<file path="src/rtl/uv_pkg.sv">
// Shared types and byte constants for the UTF-8 stream validator.
// No dependencies; imported by the top level, uv_check and uv_checker (uv_skid does not use it).
package uv_pkg;

  localparam int OFFSET_WIDTH_DEF = 32;
  localparam int ERR_OFFSET_W     = 32;

  localparam logic [7:0] BYTE_TERM    = 8'h00;
  localparam logic [7:0] BYTE_ASCII   = 8'h80;
  localparam logic [7:0] MASK_TOP3    = 8'he0;
  localparam logic [7:0] MASK_TOP2    = 8'hc0;
  localparam logic [7:0] MASK_TOP4    = 8'hf0;
  localparam logic [7:0] MASK_TOP5    = 8'hf8;
  localparam logic [7:0] MASK_TOP7    = 8'hfe;
  localparam logic [7:0] LEAD_2       = 8'hc0;
  localparam logic [7:0] LEAD_3       = 8'he0;
  localparam logic [7:0] LEAD_4       = 8'hf0;
  localparam logic [7:0] LEAD_4_MAX   = 8'hf4;
  localparam logic [7:0] LEAD_SURR    = 8'hed;
  localparam logic [7:0] LEAD_NONCHAR = 8'hef;
  localparam logic [7:0] CONT_BASE    = 8'h80;
  localparam logic [7:0] CONT_SURR    = 8'ha0;
  localparam logic [7:0] CONT_MAX_F4  = 8'h8f;
  localparam logic [7:0] CONT_TOP     = 8'hbf;
  localparam logic [7:0] CONT_NONCHAR = 8'hbe;

  localparam logic [1:0] SEQ_SECOND = 2'd0;
  localparam logic [1:0] SEQ_THIRD  = 2'd1;

  typedef struct packed {
    logic                    string_valid;
    logic [ERR_OFFSET_W-1:0] error_offset;
  } res_t;

endpackage

</file>
<file path="src/rtl/utf8_stream_validator.sv">
// Top level of the UTF-8 stream validator: input skid, byte check, result skid.
// Depends on uv_pkg, uv_skid and uv_check.
//
//   channel | handshake          | payload
//   --------+--------------------+------------------------------
//   in      | in_valid/in_ready   | text_byte[7:0]
//   out     | out_valid/out_ready | string_valid, error_offset[31:0]
//
// One beat per cycle while out is not stalled; a byte's result, if any, is registered
// in the input skid and then in the result skid before it shows on out.
// Reset clears the sequence state and both skid stages; in_ready is high after.
// A stalled out holds its beat; a second skid entry on each side keeps in
// flowing one more beat before in_ready drops.
module utf8_stream_validator
  import uv_pkg::*;
#(
  parameter int OFFSET_WIDTH = OFFSET_WIDTH_DEF
) (
  input  logic                    clk,
  input  logic                    rst,
  input  logic                    in_valid,
  output logic                    in_ready,
  input  logic [7:0]              text_byte,
  output logic                    out_valid,
  input  logic                    out_ready,
  output logic                    string_valid,
  output logic [ERR_OFFSET_W-1:0] error_offset
);

  logic       chk_valid;
  logic       chk_ready;
  logic [7:0] chk_byte;
  logic       res_valid;
  logic       res_ready;
  res_t       res;
  res_t       res_out;

  uv_skid #(.W(8)) u_in_skid (
    .clk      (clk),
    .rst      (rst),
    .up_valid (in_valid),
    .up_ready (in_ready),
    .up_data  (text_byte),
    .dn_valid (chk_valid),
    .dn_ready (chk_ready),
    .dn_data  (chk_byte)
  );

  uv_check #(.OFFSET_WIDTH(OFFSET_WIDTH)) u_check (
    .clk       (clk),
    .rst       (rst),
    .in_valid  (chk_valid),
    .in_ready  (chk_ready),
    .in_byte   (chk_byte),
    .res_valid (res_valid),
    .res_ready (res_ready),
    .res       (res)
  );

  uv_skid #(.W($bits(res_t))) u_out_skid (
    .clk      (clk),
    .rst      (rst),
    .up_valid (res_valid),
    .up_ready (res_ready),
    .up_data  (res),
    .dn_valid (out_valid),
    .dn_ready (out_ready),
    .dn_data  (res_out)
  );

  assign string_valid = res_out.string_valid;
  assign error_offset = res_out.error_offset;

endmodule

</file>
<file path="src/rtl/uv_skid.sv">
// Two-entry skid register: full-rate valid/ready stage with registered ready.
// Depends on no package; width set by parameter.
module uv_skid #(
  parameter int W = 8
) (
  input  logic         clk,
  input  logic         rst,
  input  logic         up_valid,
  output logic         up_ready,
  input  logic [W-1:0] up_data,
  output logic         dn_valid,
  input  logic         dn_ready,
  output logic [W-1:0] dn_data
);

  logic         main_valid;
  logic [W-1:0] main_data;
  logic         skid_valid;
  logic [W-1:0] skid_data;
  logic         up_fire;

  assign up_ready = !skid_valid;
  assign up_fire  = up_valid && up_ready;
  assign dn_valid = main_valid;
  assign dn_data  = main_data;

  always_ff @(posedge clk) begin
    if (rst) begin
      main_valid <= 1'b0;
      skid_valid <= 1'b0;
    end else if (dn_ready || !main_valid) begin
      main_valid <= skid_valid || up_fire;
      skid_valid <= 1'b0;
      if (skid_valid) begin
        main_data <= skid_data;
      end else if (up_fire) begin
        main_data <= up_data;
      end
    end else if (up_fire) begin
      skid_valid <= 1'b1;
      skid_data  <= up_data;
    end
  end

endmodule

</file>
<file path="src/rtl/uv_check.sv">
// Per-byte UTF-8 check: sequence state and result decision for one beat.
// Depends on uv_pkg.
module uv_check
  import uv_pkg::*;
#(
  parameter int OFFSET_WIDTH = OFFSET_WIDTH_DEF
) (
  input  logic       clk,
  input  logic       rst,
  input  logic       in_valid,
  output logic       in_ready,
  input  logic [7:0] in_byte,
  output logic       res_valid,
  input  logic       res_ready,
  output res_t       res
);

  logic [OFFSET_WIDTH-1:0] byte_position, byte_position_next;
  logic [OFFSET_WIDTH-1:0] lead_position, lead_position_next;
  logic [7:0]              lead_byte, lead_byte_next;
  logic [7:0]              second_byte, second_byte_next;
  logic [1:0]              expected, expected_next;
  logic [1:0]              seq_index, seq_index_next;
  logic                    error_reported, error_reported_next;
  logic                    fire;
  logic                    emit;
  logic                    bad;
  logic                    is_term;
  logic [OFFSET_WIDTH-1:0] position_adv;
  logic [1:0]              expected_dec;

  assign in_ready     = res_ready;
  assign fire         = in_valid && res_ready;
  assign res_valid    = fire && emit;
  assign is_term      = in_byte == BYTE_TERM;
  assign position_adv = (&byte_position) ? byte_position
                                         : byte_position + OFFSET_WIDTH'(1);
  assign expected_dec = expected - 2'd1;

  always_comb begin
    byte_position_next  = byte_position;
    lead_position_next  = lead_position;
    lead_byte_next      = lead_byte;
    second_byte_next    = second_byte;
    expected_next       = expected;
    seq_index_next      = seq_index;
    error_reported_next = error_reported;
    emit                = 1'b0;
    bad                 = 1'b0;
    res.string_valid    = 1'b0;
    res.error_offset    = ERR_OFFSET_W'(lead_position);

    if (error_reported) begin
      if (is_term) begin
        byte_position_next  = '0;
        lead_position_next  = '0;
        expected_next       = 2'd0;
        seq_index_next      = 2'd0;
        error_reported_next = 1'b0;
      end
    end else if (expected == 2'd0) begin
      if (is_term) begin
        byte_position_next  = '0;
        lead_position_next  = '0;
        seq_index_next      = 2'd0;
        emit                = 1'b1;
        res.string_valid    = 1'b1;
        res.error_offset    = '0;
      end else begin
        lead_position_next = byte_position;
        lead_byte_next     = in_byte;
        seq_index_next     = 2'd0;
        if (in_byte < BYTE_ASCII) begin
          expected_next = 2'd0;
        end else if ((in_byte & MASK_TOP3) == LEAD_2) begin
          if ((in_byte & MASK_TOP7) == LEAD_2) begin
            bad = 1'b1;
          end else begin
            expected_next = 2'd1;
          end
        end else if ((in_byte & MASK_TOP4) == LEAD_3) begin
          expected_next = 2'd2;
        end else if ((in_byte & MASK_TOP5) == LEAD_4) begin
          if (in_byte > LEAD_4_MAX) begin
            bad = 1'b1;
          end else begin
            expected_next = 2'd3;
          end
        end else begin
          bad = 1'b1;
        end
        if (bad) begin
          error_reported_next = 1'b1;
          expected_next       = 2'd0;
          emit                = 1'b1;
          res.error_offset    = ERR_OFFSET_W'(byte_position);
        end else begin
          byte_position_next = position_adv;
        end
      end
    end else begin
      if ((in_byte & MASK_TOP2) != CONT_BASE) begin
        bad = 1'b1;
      end
      if (seq_index == SEQ_SECOND) begin
        if (lead_byte == LEAD_3 && (in_byte & MASK_TOP3) == CONT_BASE) bad = 1'b1;
        if (lead_byte == LEAD_SURR && (in_byte & MASK_TOP3) == CONT_SURR) bad = 1'b1;
        if (lead_byte == LEAD_4 && (in_byte & MASK_TOP4) == CONT_BASE) bad = 1'b1;
        if (lead_byte == LEAD_4_MAX && in_byte > CONT_MAX_F4) bad = 1'b1;
        second_byte_next = in_byte;
      end else if (seq_index == SEQ_THIRD) begin
        if (lead_byte == LEAD_NONCHAR && second_byte == CONT_TOP &&
            (in_byte & MASK_TOP7) == CONT_NONCHAR) begin
          bad = 1'b1;
        end
      end
      if (bad) begin
        emit = 1'b1;
        if (is_term) begin
          byte_position_next  = '0;
          lead_position_next  = '0;
          expected_next       = 2'd0;
          seq_index_next      = 2'd0;
          error_reported_next = 1'b0;
        end else begin
          error_reported_next = 1'b1;
          expected_next       = 2'd0;
          seq_index_next      = 2'd0;
        end
      end else begin
        expected_next      = expected_dec;
        seq_index_next     = (expected_dec == 2'd0) ? 2'd0 : seq_index + 2'd1;
        byte_position_next = position_adv;
      end
    end
  end

  always_ff @(posedge clk) begin
    if (rst) begin
      byte_position  <= '0;
      lead_position  <= '0;
      lead_byte      <= '0;
      second_byte    <= '0;
      expected       <= 2'd0;
      seq_index      <= 2'd0;
      error_reported <= 1'b0;
    end else if (fire) begin
      byte_position  <= byte_position_next;
      lead_position  <= lead_position_next;
      lead_byte      <= lead_byte_next;
      second_byte    <= second_byte_next;
      expected       <= expected_next;
      seq_index      <= seq_index_next;
      error_reported <= error_reported_next;
    end
  end

endmodule

</file>
<file path="config.mk">
export PLATFORM = sky130hd
export DESIGN_NAME = utf8_stream_validator
export DESIGN_NICKNAME = d
export VERILOG_FILES = /design/src/rtl/uv_pkg.sv /design/src/rtl/utf8_stream_validator.sv /design/src/rtl/uv_skid.sv /design/src/rtl/uv_check.sv
export SDC_FILE = /design/constraint.sdc
export NUM_CORES = 1
export LEC_CHECK = 0
export BUFFER_PORTS_ARGS = -buffer_cell sky130_fd_sc_hd__buf_2
export CORE_MARGIN = 3
export CORE_UTILIZATION = 40
export CTS_CLUSTER_DIAMETER = 40
export DETAILED_ROUTE_END_ITERATION = 8
export GPL_TIMING_DRIVEN = 0
export SLEW_MARGIN = 20
export SYNTH_ARGS = -nofsm -noshare
export SYNTH_HDL_FRONTEND = slang
export SYNTH_SLANG_ARGS = --single-unit
</file>
<file path="constraint.sdc">
create_clock -name clk -period 7.6 [get_ports clk]
set_input_delay 0.76 -clock clk [delete_from_list [all_inputs] [get_ports clk]]
set_output_delay 0.76 -clock clk [all_outputs]
set_load 0.05 [all_outputs]
</file>
## Word level (Yosys, flattened, before mapping)

Cells that the tools add are included.

| cells by class | value |
|---|---|
| $add $sub $neg | 3 |
| magnitude comparators | 3 |
| reductions and logical operators | 38 |
| muxes and demuxes | 65 |
| equal/unequal tests | 22 |
| bitwise operators | 6 |

Operators with widths:

| cell | number |
|---|---|
| 2-to-1 mux 32 bit | 13 |
| 2-to-1 mux 33 bit | 4 |
| == test 8 bit, second input constant | 6 |
| adder 32 x 1 -> 32 bit, second input constant | 1 |
| 2-to-1 mux 2 bit | 16 |
| AND reduction 32 bit | 1 |
| 2-to-1 mux 1 bit | 30 |
| > comparator 8 bit, second input constant | 2 |
| 2-to-1 mux 8 bit | 2 |
| == test 7 bit, second input constant | 2 |
| inequality test 7 x 6 -> 1 bit, second input constant | 2 |
| AND reduction 3 bit | 4 |
| logical AND 1 bit | 10 |
| == test 3 bit, second input constant | 3 |
| == test 4 bit, second input constant | 2 |
| logical NOT 8 bit | 1 |
| less-than comparator 8 bit, second input constant | 1 |
| AND reduction 4 bit | 2 |
| logical NOT 2 bit | 3 |
| inequality test 6 x 5 -> 1 bit, second input constant | 1 |
| inverter 1 bit | 6 |
| AND reduction 2 bit | 3 |
| AND reduction 6 bit | 1 |
| == test 5 bit, second input constant | 1 |
| other kinds (11) | 20 |

| word-level totals | value |
|---|---|
| input bits | 12 |
| register bits | 171 |
| logic and storage cells | 152 |
| output and inout port bits | 35 |

## Longest topological paths before layout

| logic depth | value |
|---|---|
| depth in word-level cells | 17 |
| gate-level depth with buffers | 11 |
| mapped depth without buffers | 9 |

## Cells and area by module

Synthesis repeated with hierarchy kept, for this count alone.

| unflattened totals | value |
|---|---|
| cells, all modules | 752 |
| area total of the unflattened synthesis | 7766.2 um^2 |

Modules (own cells, without submodules):

| module | instances | seq. area each (um^2) | area each (um^2) | cells an instance |
|---|---|---|---|---|
| uv_check | 1 | 1701.6 | 4440.5 | 604 |
| uv_skid at u_out_skid | 1 | 2021.9 | 2625.0 | 113 |
| uv_skid at u_in_skid | 1 | 520.5 | 700.7 | 35 |

## Worst setup path before layout

OpenSTA, ideal clock, no wires.

| timing | value |
|---|---|
| path type | reg-to-reg |
| start point | register u_check.seq_index[0] |
| end point | register u_out_skid.main_data[0] (netlist: u_out_skid.dn_data[0]) (enable) |
| path slack | 3.568 ns |
| arrival time | 3.598 ns |
| clock period less this slack | 4.032 ns |
| path buffers | 0 |
| setup time | 0.434 ns |
| required time | 7.166 ns |
| stages on the path, launching flop included | 10 |
| cell sequence | dfxtp_1 inv_1 ha_1 nand4b_1 o41ai_1 and4_1 or3_1 nand3_1 a21o_1 a21oi_1 |

| on the way | value |
|---|---|
| word-level cells in the longest chain between the ends | 12 |
| elaborated cells on any way between the ends | 13 |
| classes of those cells | eq/ne (1); mux (7); reduce/logical (5) |

RTL lines:

| element | line | source |
|---|---|---|
| from (decl) | uv_check.sv:23 | `logic [1:0] seq_index, seq_index_next;` |
| from (signal assigned) | uv_check.sv:153 | `seq_index <= seq_index_next;` |
| == test 2 x 1 -> 1 bit | uv_check.sv:111 | `end else if (seq_index == SEQ_THIRD) begin` |
| 2-to-1 mux 1 bit | uv_check.sv:111 |  |
| 2-to-1 mux 1 bit (*) | uv_check.sv:105 | `if (seq_index == SEQ_SECOND) begin` |
| 2-to-1 mux 1 bit (*) | uv_check.sv:61 | `end else if (expected == 2'd0) begin` |
| 2-to-1 mux 1 bit (*) | uv_check.sv:53 | `if (error_reported) begin` |
| 2-to-1 mux 1 bit (*) | uv_check.sv:117 | `if (bad) begin` |
| 2-to-1 mux 1 bit (*) | uv_check.sv:61 |  |
| 2-to-1 mux 1 bit (*) | uv_check.sv:53 |  |
| logical AND 1 bit (*) | uv_check.sv:34 | `assign res_valid = fire && emit;` |
| logical AND 1 bit (*) | uv_skid.sv:23 | `assign up_fire = up_valid && up_ready;` |
| nonzero test 2 bit (no line) (*) | - |  |
| AND reduction 3 bit (no line) (*) | - |  |
| to (signal assigned) | uv_skid.sv:35 | `main_data <= skid_data;` |
| to (signal assigned) | uv_skid.sv:37 | `main_data <= up_data;` |
| to (decl) | uv_skid.sv:17 | `logic [W-1:0] main_data;` |

Every way passes the cells marked *; elsewhere a longest branch is shown, timed or not. The select of a mux whose other input is x is not followed.
A chain may end at the register's enable or synchronous reset.

## Final worst setup path

| timing | value |
|---|---|
| start point | register u_check.seq_index[0] |
| end point | register u_out_skid.main_data[14] (netlist: u_out_skid.dn_data[14]) (enable) |

The elaborated chain is that of the path after synthesis.

==> reports/qor.yml <==
crit_path_start_kind: "flop"
floorplan_die_width_microns: 144
vias: 5881
route.detailed.wl_per_inst_microns: 17.8
cp.arrival_ns: 3.58
hold-path-cell-count: 2
drc: 0
fin_area_sq_um: 8790
area_growth_syn_to_layout_pct: 15.6
total_of_flip_flops_plus_latches_after_synthesis: 171
ys.warnings.count: 0
drt_iter0_markers: 564
dpl.cell_count: 1011
critical_path.reg2reg.startpoint: "u_check.seq_index[0]$_SDFFE_PP0P_"
antenna_cells_inserted: 0
cp.required_ns: 7.73
clock_tree.root_cell: "clkbuf_16"
postCtsSetupBuffers: 0
die_h_microns: 144
setup_repair_after_global_routing_missed_its_margin: "no"
synthesis.area_sq_um: 7600
floorplan.die_area_sq_um: 20700
holdCritPathClass: "flop to flop"
layout_min_cycle_time_ns: 3.45
routabilityCongestion: 0.923
ys_dominant_reg_cell: "dfxtp_1"
globalRoute.totalOverflow: 0
layout_cells_sized_above_1_pct: 19.0
worstPathMaxFanout: 25
vias_per_cell: 5.64
holdWs_ns: 0.454
synth_fp_nets: 751
synth.avg_cell_area_sq_um: 10.4
setup_tns_ns: 0
result_of_the_run: "completed"
pwr_density_nw_per_um2: 221
insertion_delay_ns: 0.43
drt_pass1_iterations: 5
worst_clock_skew_ns: 0.0137
initial_antenna_violation_count: 0
achievable-frequency_mhz: 290
detailed_place.area_sq_um: 8190
r2r_slack_ns: 4.15
timing.max_slew.rel_slack_pct: 52.3
yosysUniqueCellTypes: 65
pin_slew_with_the_least_headroom_to_its_limit_ns: 0.712
crit-reg2reg-capture: "u_out_skid.dn_data[14]$_DFFE_PP_"
post_cts_hold_buffers: 0
design.core.area_sq_um: 18300
grt_pass1_vias: 5654
static-leakage-power_nw: 3.11
syn_inst: 734
number_of_port_buffers: 45
vdd.ir_drop.worst_mv: 0.137
cts.reportedPaths.clkPinSlew_ns: 0.07
io_pins: 47
postRouteAntennaNets: 0
worstSetupPathType: "flop to flop"
hold_viol: 0
floorplan.rows: 49
worstHoldStart: "u_check.lead_byte[6]$_SDFFE_PP0P_"
worstSetupEndpointType: "flop"
post_synth_edffs: 82
layout.core_utilization_pct: 48.0
reg2reg_depth: 10
largest_net_degree_at_the_start_of_global_routing: 29
fin_nets: 818
tritoncts_num_sinks: 171
h-tree-depth: 4
grtUsageTotal_pct: 18.4
totalWireLength_microns: 18600
synth_async_sr_flop_share_pct: 0
layout_worst_path_cycle_share_pct: 45.4
post_layout_nonfiller_instances: 1043
maxCapViolations: 0
setup_viol: 0
initial_utilization_pct: 41.5
global_route_wire_length_before_repair_microns: 29800
drv_slew: 0
cts_tree: "done"
ctsLongestPathBuffers: 2
terminating_pin_of_the_worst_hold_path: "u_check.lead_byte[6]$_SDFFE_PP0P_"
detailed_place_hpwl_microns: 13400
numCtsBuffers: 17
cts_resized: 0
seq_area_frac_synth_pct: 55.8
==> per-stage QoR <==
step | setup slack (ns) | total power, W
floorplan | 3.57 | 0.00106
global placement | 2.54 | 0.00109
detailed placement | 4.18 | 0.00110
CTS | 4.15 | 0.00196
global route | 3.89 | 0.00201
finish | 4.15 | 0.00194
==> state kept, by name, summed over array words and instances (netlist names) <==
register,count
u_check.byte_position,32
u_check.error_reported,1
u_check.expected,2
u_check.lead_byte,8
u_check.lead_position,32
u_check.second_byte,8
u_check.seq_index,2
u_in_skid.dn_data,8
u_in_skid.dn_valid,1
u_in_skid.skid_data,8
u_in_skid.skid_valid,1
u_out_skid.dn_data,33
u_out_skid.dn_valid,1
u_out_skid.skid_data,33
u_out_skid.skid_valid,1
==> cell type report <==
cell class	instances	area [sq um]
timing repair buffer	48	278
fill	1689	9540
clock inverter	15	169
sequential	171	4240
tap	229	287
inverter	18	67.6
multi-input combinational	499	3110
clock buffer	17	425
buffer	46	214
==> worst max-delay path, cell delays in order (launching register included) <==
cell      delay (ns)
dfxtp_1         0.36
inv_1           0.07
ha_1            0.26
nand4b_1        0.19
o41ai_1         0.60
and4_1          0.34
or3_1           0.21
nand3_1         0.23
a21o_1          0.29
a21oi_4         0.35
buf_16          0.23
==> how the worst max path moves through the flow <==
stage / endpoint / from / slack, ns / cells past startpoint
6_report: u_out_skid.dn_data[14]$_DFFE_PP_ / u_check.seq_index[0]$_SDFFE_PP0P_ / 4.15 / 10
4_1_cts: u_out_skid.dn_data[14]$_DFFE_PP_ / u_check.seq_index[0]$_SDFFE_PP0P_ / 4.15 / 10
2_1_floorplan: u_out_skid.dn_data[0]$_DFFE_PP_ / u_check.seq_index[0]$_SDFFE_PP0P_ / 3.57 / 9
3_5_place_dp: u_out_skid.dn_data[14]$_DFFE_PP_ / u_check.seq_index[0]$_SDFFE_PP0P_ / 4.18 / 10
5_1_grt: u_out_skid.dn_data[13]$_DFFE_PP_ / u_check.seq_index[0]$_SDFFE_PP0P_ / 3.89 / 10
3_3_place_gp: u_out_skid.dn_data[13]$_DFFE_PP_ / u_check.seq_index[0]$_SDFFE_PP0P_ / 2.54 / 9
==> where the power goes <==
group	internal (W)	total, W	switching [W]	leakage (nW)
combinational	0.0000277	0.000102	0.0000738	1.34
sequential	0.000967	0.000976	0.00000825	1.48
clock	0.000468	0.000864	0.000396	0.288
==> Yosys cell counts, types with 7 or more instances <==
library cell / number / share of area (%)
nor2_1: 63 / 3.1
o21ai_1: 44 / 2.9
nand3_1: 24 / 1.6
or3_1: 15 / 1.2
a22o_1: 8 / 0.92
a21oi_1: 36 / 2.4
nor3_1: 9 / 0.59
edfxtp_1: 82 / 32
and3_1: 7 / 0.58
nand2_1: 95 / 4.7
buf_2: 12 / 0.79
a22oi_1: 32 / 3.2
o21ai_0: 8 / 0.53
dfxtp_1: 89 / 23
nand4_1: 12 / 0.99
mux2i_1: 7 / 0.92
mux2_2: 40 / 5.9
clkbuf_1: 29 / 1.4
inv_1: 17 / 0.84
==> kinds of logic (layout without fill, tap and decap cells) <==
group | Yosys count | in the layout | share of synthesized area [%]
adder cells (fa/ha/maj) | 5 | 5 | 0.823
AND/OR/NAND/NOR | 273 | 273 | 17.5
buffers and inverters | 64 | 144 | 3.70
XOR/XNOR | 1 | 1 | 0.115
flip-flops | 171 | 171 | 55.8
AO/OA/AOI/OAI | 173 | 173 | 15.2
multiplexers | 47 | 47 | 6.85
==> layout by cell type, fill, tap and decap left out, types with 15 or more instances in the layout <==
cell type,instances
dfxtp_1,89
mux2_2,40
buf_2,58
inv_1,17
or3_1,15
nand2_1,95
clkbuf_16,17
clkbuf_1,29
nor2_1,62
a21oi_1,35
a22oi_1,32
nand3_1,24
edfxtp_1,82
o21ai_1,44
==> metal layers <==
layer | share of wire (%) | global-route usage [%]
met1 | 46 | 24.6
met2 | 47 | 29.9
met3 | 5.4 | 4.23
met4 | 1.5 | 5.50
met5 | 0 | 0
(Power assumes the default switching activity.)
